--- src/design/sacl_pkg.sv ---
// ============================================================================
// sacl_pkg: shared definitions for the set-associative cache LRU model
// Defaults, register indexes, access codes and the way-logic outcome record.
// ============================================================================
package sacl_pkg;

    // Default sizes of the tag store.
    localparam int MAX_SET_BITS_DEF = 6;
    localparam int WAYS_DEF         = 4;
    localparam int ADDR_WIDTH_DEF   = 64;

    // Running totals saturate at this width.
    localparam int TOTAL_W = 32;

    // Stream widths.
    localparam int IN_DATA_W  = 64;
    localparam int IN_USER_W  = 2;
    localparam int OUT_DATA_W = 104;

    // Configuration port.
    localparam int CFG_IDX_W  = 2;
    localparam int CFG_DATA_W = 6;

    localparam logic [CFG_IDX_W-1:0] CFG_SET_BITS   = 2'd0;
    localparam logic [CFG_IDX_W-1:0] CFG_BLOCK_BITS = 2'd1;
    localparam logic [CFG_IDX_W-1:0] CFG_WAYS_USED  = 2'd2;

    localparam logic [2:0] SET_BITS_RST   = 3'd0;
    localparam logic [5:0] BLOCK_BITS_RST = 6'd4;
    localparam logic [2:0] WAYS_USED_RST  = 3'd1;

    // Access kinds.
    typedef enum logic [1:0] {
        OP_LOAD,
        OP_STORE,
        OP_MODIFY,
        OP_IFETCH
    } op_t;

    // What the way logic decided for one access.
    typedef struct packed {
        logic [1:0] hit_count;
        logic       missed;
        logic       evicted;
        logic       wr_en;
    } outcome_t;

endpackage

--- src/design/sacl_lookup.sv ---
// ============================================================================
// sacl_lookup: way compare and LRU update
// Compares all in-use ways of one set at once, picks the hit, free or victim
// way, and builds the row to write back.
// ============================================================================
module sacl_lookup #(
    parameter int WAYS       = sacl_pkg::WAYS_DEF,
    parameter int AGE_W      = 2,
    parameter int ADDR_WIDTH = sacl_pkg::ADDR_WIDTH_DEF,
    parameter int WCNT_W     = $clog2(sacl_pkg::WAYS_DEF + 1)
) (
    input  sacl_pkg::op_t                op,
    input  logic [ADDR_WIDTH-1:0]        tag,
    input  logic [WCNT_W-1:0]            ways_n,
    input  logic [WAYS-1:0]              row_valid,
    input  logic [WAYS*AGE_W-1:0]        row_age,
    input  logic [WAYS*ADDR_WIDTH-1:0]   row_tag,
    output sacl_pkg::outcome_t           res,
    output logic [WAYS-1:0]              new_valid,
    output logic [WAYS*AGE_W-1:0]        new_age,
    output logic [WAYS*ADDR_WIDTH-1:0]   new_tag
);
    import sacl_pkg::*;

    localparam int WIDX_W = (WAYS > 1) ? $clog2(WAYS) : 1;
    localparam logic [AGE_W-1:0] AGE_MAX = AGE_W'(WAYS - 1);

    logic [AGE_W-1:0]      age  [WAYS];
    logic [ADDR_WIDTH-1:0] tags [WAYS];
    logic [WAYS-1:0]       in_use;
    logic [WAYS-1:0]       match;
    logic [WAYS-1:0]       free;
    logic                  found;
    logic                  have_free;
    logic [WIDX_W-1:0]     hit_way;
    logic [WIDX_W-1:0]     free_way;
    logic [WIDX_W-1:0]     victim;
    logic [WIDX_W-1:0]     w;
    logic [AGE_W-1:0]      old_age;
    logic                  active;

    always_comb
    begin
        for (int i = 0; i < WAYS; i++)
        begin
            age[i]    = row_age[i*AGE_W +: AGE_W];
            tags[i]   = row_tag[i*ADDR_WIDTH +: ADDR_WIDTH];
            in_use[i] = int'(ways_n) > i;
            match[i]  = in_use[i] && row_valid[i] && (tags[i] == tag);
            free[i]   = in_use[i] && !row_valid[i];
        end
    end

    // Lowest-numbered hit and free way; victim is the oldest valid way,
    // the lowest index winning a tie.
    always_comb
    begin
        found     = |match;
        have_free = |free;
        hit_way   = '0;
        free_way  = '0;
        victim    = '0;
        for (int i = WAYS - 1; i >= 0; i--)
        begin
            if (match[i])
                hit_way = WIDX_W'(i);
            if (free[i])
                free_way = WIDX_W'(i);
        end
        for (int i = 1; i < WAYS; i++)
        begin
            if (in_use[i] && row_valid[i] && (age[i] > age[victim]))
                victim = WIDX_W'(i);
        end
    end

    always_comb
    begin
        active = (op != OP_IFETCH);
        if (found)
        begin
            w       = hit_way;
            old_age = age[hit_way];
        end
        else if (have_free)
        begin
            // A fresh fill ages everything younger than the oldest possible age.
            w       = free_way;
            old_age = AGE_MAX;
        end
        else
        begin
            w       = victim;
            old_age = age[victim];
        end

        new_valid = row_valid;
        new_tag   = row_tag;
        for (int i = 0; i < WAYS; i++)
        begin
            // An age below old_age is below AGE_MAX, so the increment cannot wrap.
            if (WIDX_W'(i) == w)
                new_age[i*AGE_W +: AGE_W] = '0;
            else if (in_use[i] && row_valid[i] && (age[i] < old_age))
                new_age[i*AGE_W +: AGE_W] = age[i] + AGE_W'(1);
            else
                new_age[i*AGE_W +: AGE_W] = age[i];
        end
        if (!found)
        begin
            new_valid[w]                       = 1'b1;
            new_tag[w*ADDR_WIDTH +: ADDR_WIDTH] = tag;
        end

        res.wr_en     = active;
        res.missed    = active && !found;
        res.evicted   = active && !found && !have_free;
        res.hit_count = active ? (2'(found) + 2'(op == OP_MODIFY)) : 2'd0;
    end

endmodule

--- config.mk ---
export PLATFORM = sky130hd
export DESIGN_NAME = sacl_lookup
export DESIGN_NICKNAME = d
export VERILOG_FILES = /design/src/design/sacl_pkg.sv /design/src/design/sacl_lookup.sv
export SDC_FILE = /design/constraint.sdc
export NUM_CORES = 1
export LEC_CHECK = 0
export ABC_AREA = 1
export BUFFER_PORTS_ARGS = -buffer_cell sky130_fd_sc_hd__buf_2
export CAP_MARGIN = 0
export CORE_AREA = 5 5 234 236
export DETAILED_ROUTE_END_ITERATION = 10
export DIE_AREA = 0 0 239 241
export PLACE_DENSITY_LB_ADDON = 0.05
export SETUP_SLACK_MARGIN = 0.2
export SYNTH_ARGS = -nofsm -noshare
export SYNTH_HDL_FRONTEND = slang
export SYNTH_SLANG_ARGS = --single-unit
--- constraint.sdc ---
create_clock -name vclk -period 5.6
set_input_delay 0 -clock vclk [all_inputs]
set_output_delay 0 -clock vclk [all_outputs]
set_load 0.03 [all_outputs]
**Word level (Yosys, flattened, before mapping)**

Index checks and enable logic that the tools add are counted.

- Bits in registers: 0
- Input port bits: 337
- Word-level logic and storage cells: 111

- $add $sub $neg: 6
- $lt $le $gt $ge: 17
- Eq/ne operators: 9
- Shift operators: 2
- Multiplexer cells: 41
- Bitwise operators: 5
- Reductions and logical operators: 31

Operators with widths:

| kind | number |
|---|---|
| bitwise mux 256 bit | 1 |
| equality test 64 bit | 4 |
| two-way mux 256 bit | 1 |
| variable shift 64 x 34 -> 256 bit, first input constant | 1 |
| indexed part select 64 x 34 -> 256 bit | 1 |
| two-way mux 2 bit | 31 |
| negator 8 -> 34 bit | 1 |
| logical AND 1 bit | 22 |
| binary-select mux 2 bit (select 2 bit) | 4 |
| >= comparator 3 bit, second input constant | 4 |
| NOT 2 -> 3 bit | 4 |
| adder 2 x 1 -> 2 bit, second input constant | 4 |
| less-than comparator 2 bit | 4 |
| OR reduction 4 bit | 2 |
| greater-than comparator 2 bit | 3 |
| greater-than comparator 3 x 1 -> 1 bit, second input constant | 2 |
| greater-than comparator 3 x 2 -> 1 bit, second input constant | 2 |
| logical NOT 1 bit | 6 |
| equality test 2 bit, first input constant | 2 |
| two-way mux 4 bit | 1 |
| OR 4 bit | 1 |
| less-than comparator 2 x 3 -> 1 bit, second input constant | 1 |
| adder 1 x 1 -> 2 bit | 1 |
| demux 1 bit (select 2 bit) | 1 |
| 6 further kinds | 7 |

**Longest topological paths before layout**

- Depth in word-level cells: 28
- Gate-level depth with buffers: 34
- Mapped depth without buffers: 32

**Worst setup path after synthesis**

No wires, ideal clock.

- Path type: input to output
- Start point: in row_age[1]
- End point: out new_tag[234]
- Data arrival time: 4.901 ns
- Required time: 5.600 ns
- Path slack: 0.699 ns
- Stages on the path: 30
- Path buffers: 3
- Cells stage by stage: inv_1 ha_1 a21oi_1 a21oi_1 nand2_1 o21ai_0 ha_1 inv_1 o21bai_1 nand3_1 inv_1 o21ai_0 inv_1 ha_1 nand2_1 nand2_1 nor2_1 a31oi_1 o21ai_0 nand2_4 nand2_4 inv_2 buf_4 buf_2 ha_1 inv_1 nor2_1 clkbuf_1 nand3_1 o21ai_0

- Longest elaborated chain between the ends: 23

RTL lines:

| item | RTL line | RTL |
|---|---|---|
| start, declared | sacl_lookup.sv:16 | `input logic [WAYS*AGE_W-1:0] row_age,` |
| greater-than comparator 2 bit | sacl_lookup.sv:72 | `if (in_use[i] && row_valid[i] && (age[i] > age[victim]))` |
| logical AND 1 bit | sacl_lookup.sv:72 |  |
| two-way mux 1 bit | sacl_lookup.sv:72 |  |
| NOT 2 -> 3 bit (not written as such) | sacl_lookup.sv:72 |  |
| binary-select mux 2 bit (select 2 bit) | sacl_lookup.sv:72 |  |
| two-way mux 2 bit (not written as such) (2 in a row) | sacl_lookup.sv:72 |  |
| greater-than comparator 2 bit | sacl_lookup.sv:72 |  |
| logical AND 1 bit | sacl_lookup.sv:72 |  |
| [6 not listed] | n/a |  |
| logical AND 1 bit | sacl_lookup.sv:72 |  |
| two-way mux 2 bit (*) | sacl_lookup.sv:72 |  |
| two-way mux 2 bit (*) | sacl_lookup.sv:85 | `else if (have_free)` |
| two-way mux 2 bit (*) | sacl_lookup.sv:80 | `if (found)` |
| negator 8 -> 34 bit (*) | sacl_lookup.sv:112 | `new_tag[w*ADDR_WIDTH +: ADDR_WIDTH] = tag;` |
| indexed part select 64 x 34 -> 256 bit / variable shift 64 x 34 -> 256 bit (equally long branches) | sacl_lookup.sv:112 |  |
| bitwise mux 256 bit (*) | sacl_lookup.sv:112 |  |
| two-way mux 256 bit (*) | sacl_lookup.sv:109 | `if (!found)` |
| end, declared | sacl_lookup.sv:21 | `output logic [WAYS*ADDR_WIDTH-1:0] new_tag` |

Mark *: on every way between the ends. The rest lies on a longest branch, timed or not. The select of a mux whose other input is x is not followed.

**Worst setup path after layout**

- Start point: in row_age[1]
- End point: out new_tag[53]

The elaborated chain is that of the path after synthesis.

==> metrics.txt <==
# TYPE chip_impl_metric gauge
chip_impl_metric{name="top_level_ports",unit=""} 610
chip_impl_metric{name="core-area",unit="sq um"} 52240
chip_impl_metric{name="io_buffers",unit=""} 610
chip_impl_metric{name="drtPass1Iterations",unit=""} 6
chip_impl_metric{name="powerDensity",unit="nW/um^2"} 155.2
chip_impl_metric{name="postSynthCellCount",unit=""} 2110
chip_impl_metric{name="gr-total-overflow",unit=""} 0
chip_impl_metric{name="final_antenna_net_count",unit=""} 0
chip_impl_metric{name="timing.critical_path.arrival",unit="ns"} 5.10
chip_impl_info{name="critPathSlowestCell",value="sky130_fd_sc_hd__o41ai_1"} 1
chip_impl_metric{name="starting_density",unit="%"} 20.71
chip_impl_metric{name="finish.net_count",unit=""} 2931
chip_impl_metric{name="die_width",unit="microns"} 239
chip_impl_metric{name="syn_avg_cell_area",unit="sq um"} 5.126
chip_impl_metric{name="detailed_placement_wirelength_estimate",unit="microns"} 83490
chip_impl_metric{name="worst_slew_pin_slew",unit="ns"} 0.9324
chip_impl_metric{name="synth_compound_area_share",unit="%"} 24.56
chip_impl_info{name="worst-setup-path-type",value="in2out"} 1
chip_impl_info{name="rsz0062_at_grt",value="no"} 1
chip_impl_info{name="critical-path-top-delay-family",value="compound AO/OA/AOI/OAI gates"} 1
chip_impl_metric{name="post_synth_fa_ha_maj_area_fraction",unit="%"} 1.619
chip_impl_metric{name="via_count",unit=""} 17180
chip_impl_metric{name="synthesis.yosys.warnings",unit=""} 0
chip_impl_metric{name="worst_slew_margin_rel",unit="%"} 37.84
chip_impl_info{name="largest_family_of_logic_cells_by_synthesized_area",value="simple AND/OR/NAND/NOR gates"} 1
chip_impl_metric{name="worst_ir_drop_vdd",unit="mV"} 0.08983
chip_impl_info{name="status",value="finished clean"} 1
chip_impl_metric{name="drt-vias-per-instance",unit=""} 5.254
chip_impl_metric{name="syn_to_final_growth",unit="%"} 31.57
chip_impl_metric{name="max_cap_viols",unit=""} 0
chip_impl_metric{name="routabilityCongestion",unit=""} 0.9601
chip_impl_metric{name="grt_pass1_vias",unit=""} 16990
chip_impl_metric{name="track_usage",unit="%"} 31.73
chip_impl_metric{name="final_layout_size_suffix_gt1_share",unit="%"} 27.35
chip_impl_metric{name="synth_simple_gate_area_share",unit="%"} 42.93
chip_impl_metric{name="critPathBufInv",unit=""} 8
chip_impl_metric{name="synth_mux_area_share",unit="%"} 0
chip_impl_metric{name="grt_pass1_wl",unit="microns"} 131800
chip_impl_metric{name="dp_worst_setup_slack",unit="ns"} 0.2472
chip_impl_metric{name="final.min_clock_period",unit="ns"} 5.101
chip_impl_metric{name="design.die.area",unit="sq um"} 57600
chip_impl_metric{name="seqCellArea",unit="sq um"} 0
chip_impl_metric{name="nFlopsAndLatches",unit=""} 0
chip_impl_metric{name="antenna_found_initial",unit=""} 12
chip_impl_metric{name="cp_max_fo",unit=""} 45
chip_impl_metric{name="drt_drc_violations_left",unit=""} 0
chip_impl_info{name="critical_path.endpoint_type",value="output port"} 1
chip_impl_metric{name="hold-worst-slack",unit="ns"} 0.3391
chip_impl_metric{name="synth.yosys.seq_area_share",unit="%"} 0
chip_impl_metric{name="wl_per_cell",unit="microns"} 30.17
chip_impl_metric{name="synth.cell_area",unit="sq um"} 10820
chip_impl_metric{name="p_leak",unit="uW"} 0.007121
chip_impl_metric{name="post_synth_num_cell_types",unit=""} 46
chip_impl_metric{name="timing.fmax",unit="GHz"} 0.1960
chip_impl_info{name="setup.worst_path.start_class",value="primary input"} 1
chip_impl_metric{name="place_inst",unit=""} 3266
chip_impl_metric{name="tns",unit="ns"} 0
chip_impl_metric{name="report.final.slew_viol_count",unit=""} 0
chip_impl_metric{name="row_count",unit=""} 84
chip_impl_metric{name="setup_slack",unit="ns"} 0.4987
chip_impl_metric{name="detailedRoute.firstIterationViolations",unit=""} 1282
chip_impl_info{name="hold_path_class",value="in2out"} 1
chip_impl_metric{name="vertical_extent_of_the_die",unit="microns"} 241
chip_impl_metric{name="critical_path_required",unit="ns"} 5.60
chip_impl_metric{name="synth-xor-area-share",unit="%"} 12.45
chip_impl_metric{name="final-setup-viol-count",unit=""} 0
chip_impl_metric{name="clockBufferCount",unit=""} 0
chip_impl_metric{name="crit_path_max_incr_delay",unit="ns"} 0.63
chip_impl_metric{name="syn_nets",unit=""} 2461
chip_impl_metric{name="fin_cells",unit=""} 3270
chip_impl_metric{name="grt_max_degree",unit=""} 120
chip_impl_metric{name="postPlaceCellArea",unit="sq um"} 14210
chip_impl_metric{name="fin_area",unit="sq um"} 14230
chip_impl_metric{name="drt_wl_total",unit="microns"} 98670
chip_impl_metric{name="fin_crit_sh",unit="%"} 91.09
chip_impl_metric{name="hold_violations",unit=""} 0
==> worst paths after layout <==
path / from / end / slack (ns) / cells after the start
max: row_age[1] / new_tag[53] / 0.50 / 28
min: op[1] / res[0] / 0.34 / 3
==> through the flow <==
stage | power [uW] | utilization [%]
after floorplan | 1275 | -
after global placement | 2201 | 27.21
after CTS | 2201 | 27.21
after detailed placement | 2193 | 27.21
final | 2209 | 27.24
after global routing | 2318 | 27.23
==> kinds of logic (layout without fill, tap and decap cells) <==
logic type | after synthesis | after routing
AND/OR/NAND/NOR | 1048 | 1048
adder cells (fa/ha/maj) | 14 | 14
AO/OA/AOI/OAI | 455 | 455
XOR/XNOR | 152 | 152
other | 0 | 4
buffers and inverters | 441 | 909
==> layout make-up <==
cell class         count  area, sq um
multi-input cells   1669         8851
fillers             6300        38000
inverters            253        957.2
repair buffers       656         3552
diodes                 4        10.01
well taps            688        860.8
==> cell usage after synthesis, drive strengths merged <==
library cell / number / share of area [%]
a21oi: 19 / 0.95
a31oi: 1 / 0.058
and2: 7 / 0.40
and3: 1 / 0.058
buf: 133 / 7.7
clkbuf: 55 / 1.9
clkinv: 1 / 0.035
ha: 14 / 1.6
inv: 252 / 8.8
nand2: 424 / 15
nand2b: 2 / 0.12
nand3: 247 / 12
nand3b: 13 / 0.90
nand4: 64 / 3.7
nor2: 254 / 9.0
nor2b: 8 / 0.46
nor3: 22 / 1.0
nor4: 1 / 0.058
o21ai: 293 / 14
o21bai: 2 / 0.14
o22ai: 95 / 6.1
o311ai: 1 / 0.081
o41ai: 44 / 3.7
or2: 5 / 0.29
xnor2: 61 / 5.1
xor2: 91 / 7.4
==> worst min-delay path, cell delays in order <==
cell and delay (ns):
sky130_fd_sc_hd__buf_2 0.09, sky130_fd_sc_hd__nand2_1 0.06, sky130_fd_sc_hd__buf_2 0.19
==> layer usage <==
metal | part of all wire, % | vias to the layer above | GRT usage, %
li1 | - | 7932 | -
met1 | 41 | 8267 | 40.32
met2 | 49 | 826 | 56.98
met3 | 5.8 | 144 | 3.645
met4 | 3.5 | 10 | 8.577
met5 | 0.066 | - | 0
==> placed cells by master, fill, tap and decap left out, types with 3 or more instances in the layout <==
cell type / synthesis / routed
sky130_fd_sc_hd__xnor2_1: 59 / 59
sky130_fd_sc_hd__o22ai_1: 85 / 85
sky130_fd_sc_hd__o21ai_1: 13 / 16
sky130_fd_sc_hd__nor3_1: 22 / 22
sky130_fd_sc_hd__xor2_1: 91 / 91
sky130_fd_sc_hd__o21ai_0: 280 / 277
sky130_fd_sc_hd__inv_4: 2 / 3
sky130_fd_sc_hd__and2_1: 5 / 5
sky130_fd_sc_hd__inv_1: 238 / 238
sky130_fd_sc_hd__inv_2: 12 / 11
sky130_fd_sc_hd__nor2_1: 249 / 246
sky130_fd_sc_hd__ha_1: 14 / 13
sky130_fd_sc_hd__buf_2: 78 / 610
sky130_fd_sc_hd__nand2_1: 417 / 417
sky130_fd_sc_hd__diode_2: 0 / 4
sky130_fd_sc_hd__o41ai_1: 42 / 42
sky130_fd_sc_hd__nor2b_1: 8 / 8
sky130_fd_sc_hd__a21oi_1: 17 / 17
sky130_fd_sc_hd__nand2_4: 4 / 4
sky130_fd_sc_hd__nand4_1: 64 / 64
sky130_fd_sc_hd__nand3_1: 244 / 244
sky130_fd_sc_hd__buf_12: 0 / 12
sky130_fd_sc_hd__nand3b_1: 13 / 13
sky130_fd_sc_hd__or2_0: 4 / 4
sky130_fd_sc_hd__nor2_4: 2 / 6
sky130_fd_sc_hd__buf_4: 39 / 33
sky130_fd_sc_hd__o22ai_2: 10 / 10
==> power breakdown <==
group          internal [uW]  leakage [uW]  total, uW  switching, uW
Sequential                 0             0          0              0
Combinational            592       0.00712       2210           1620
Clock              0.0000957  0.0000000254  0.0000958              0
Total                    592       0.00712       2210           1620
==> what timing repair did <==
item	CTS	global route
hold buffers	0	0
buffers inserted	0	0
gates resized for setup	0	6
endpoints found under the setup margin	0	258
No activity file was read; power rests on OpenSTA's default activity.
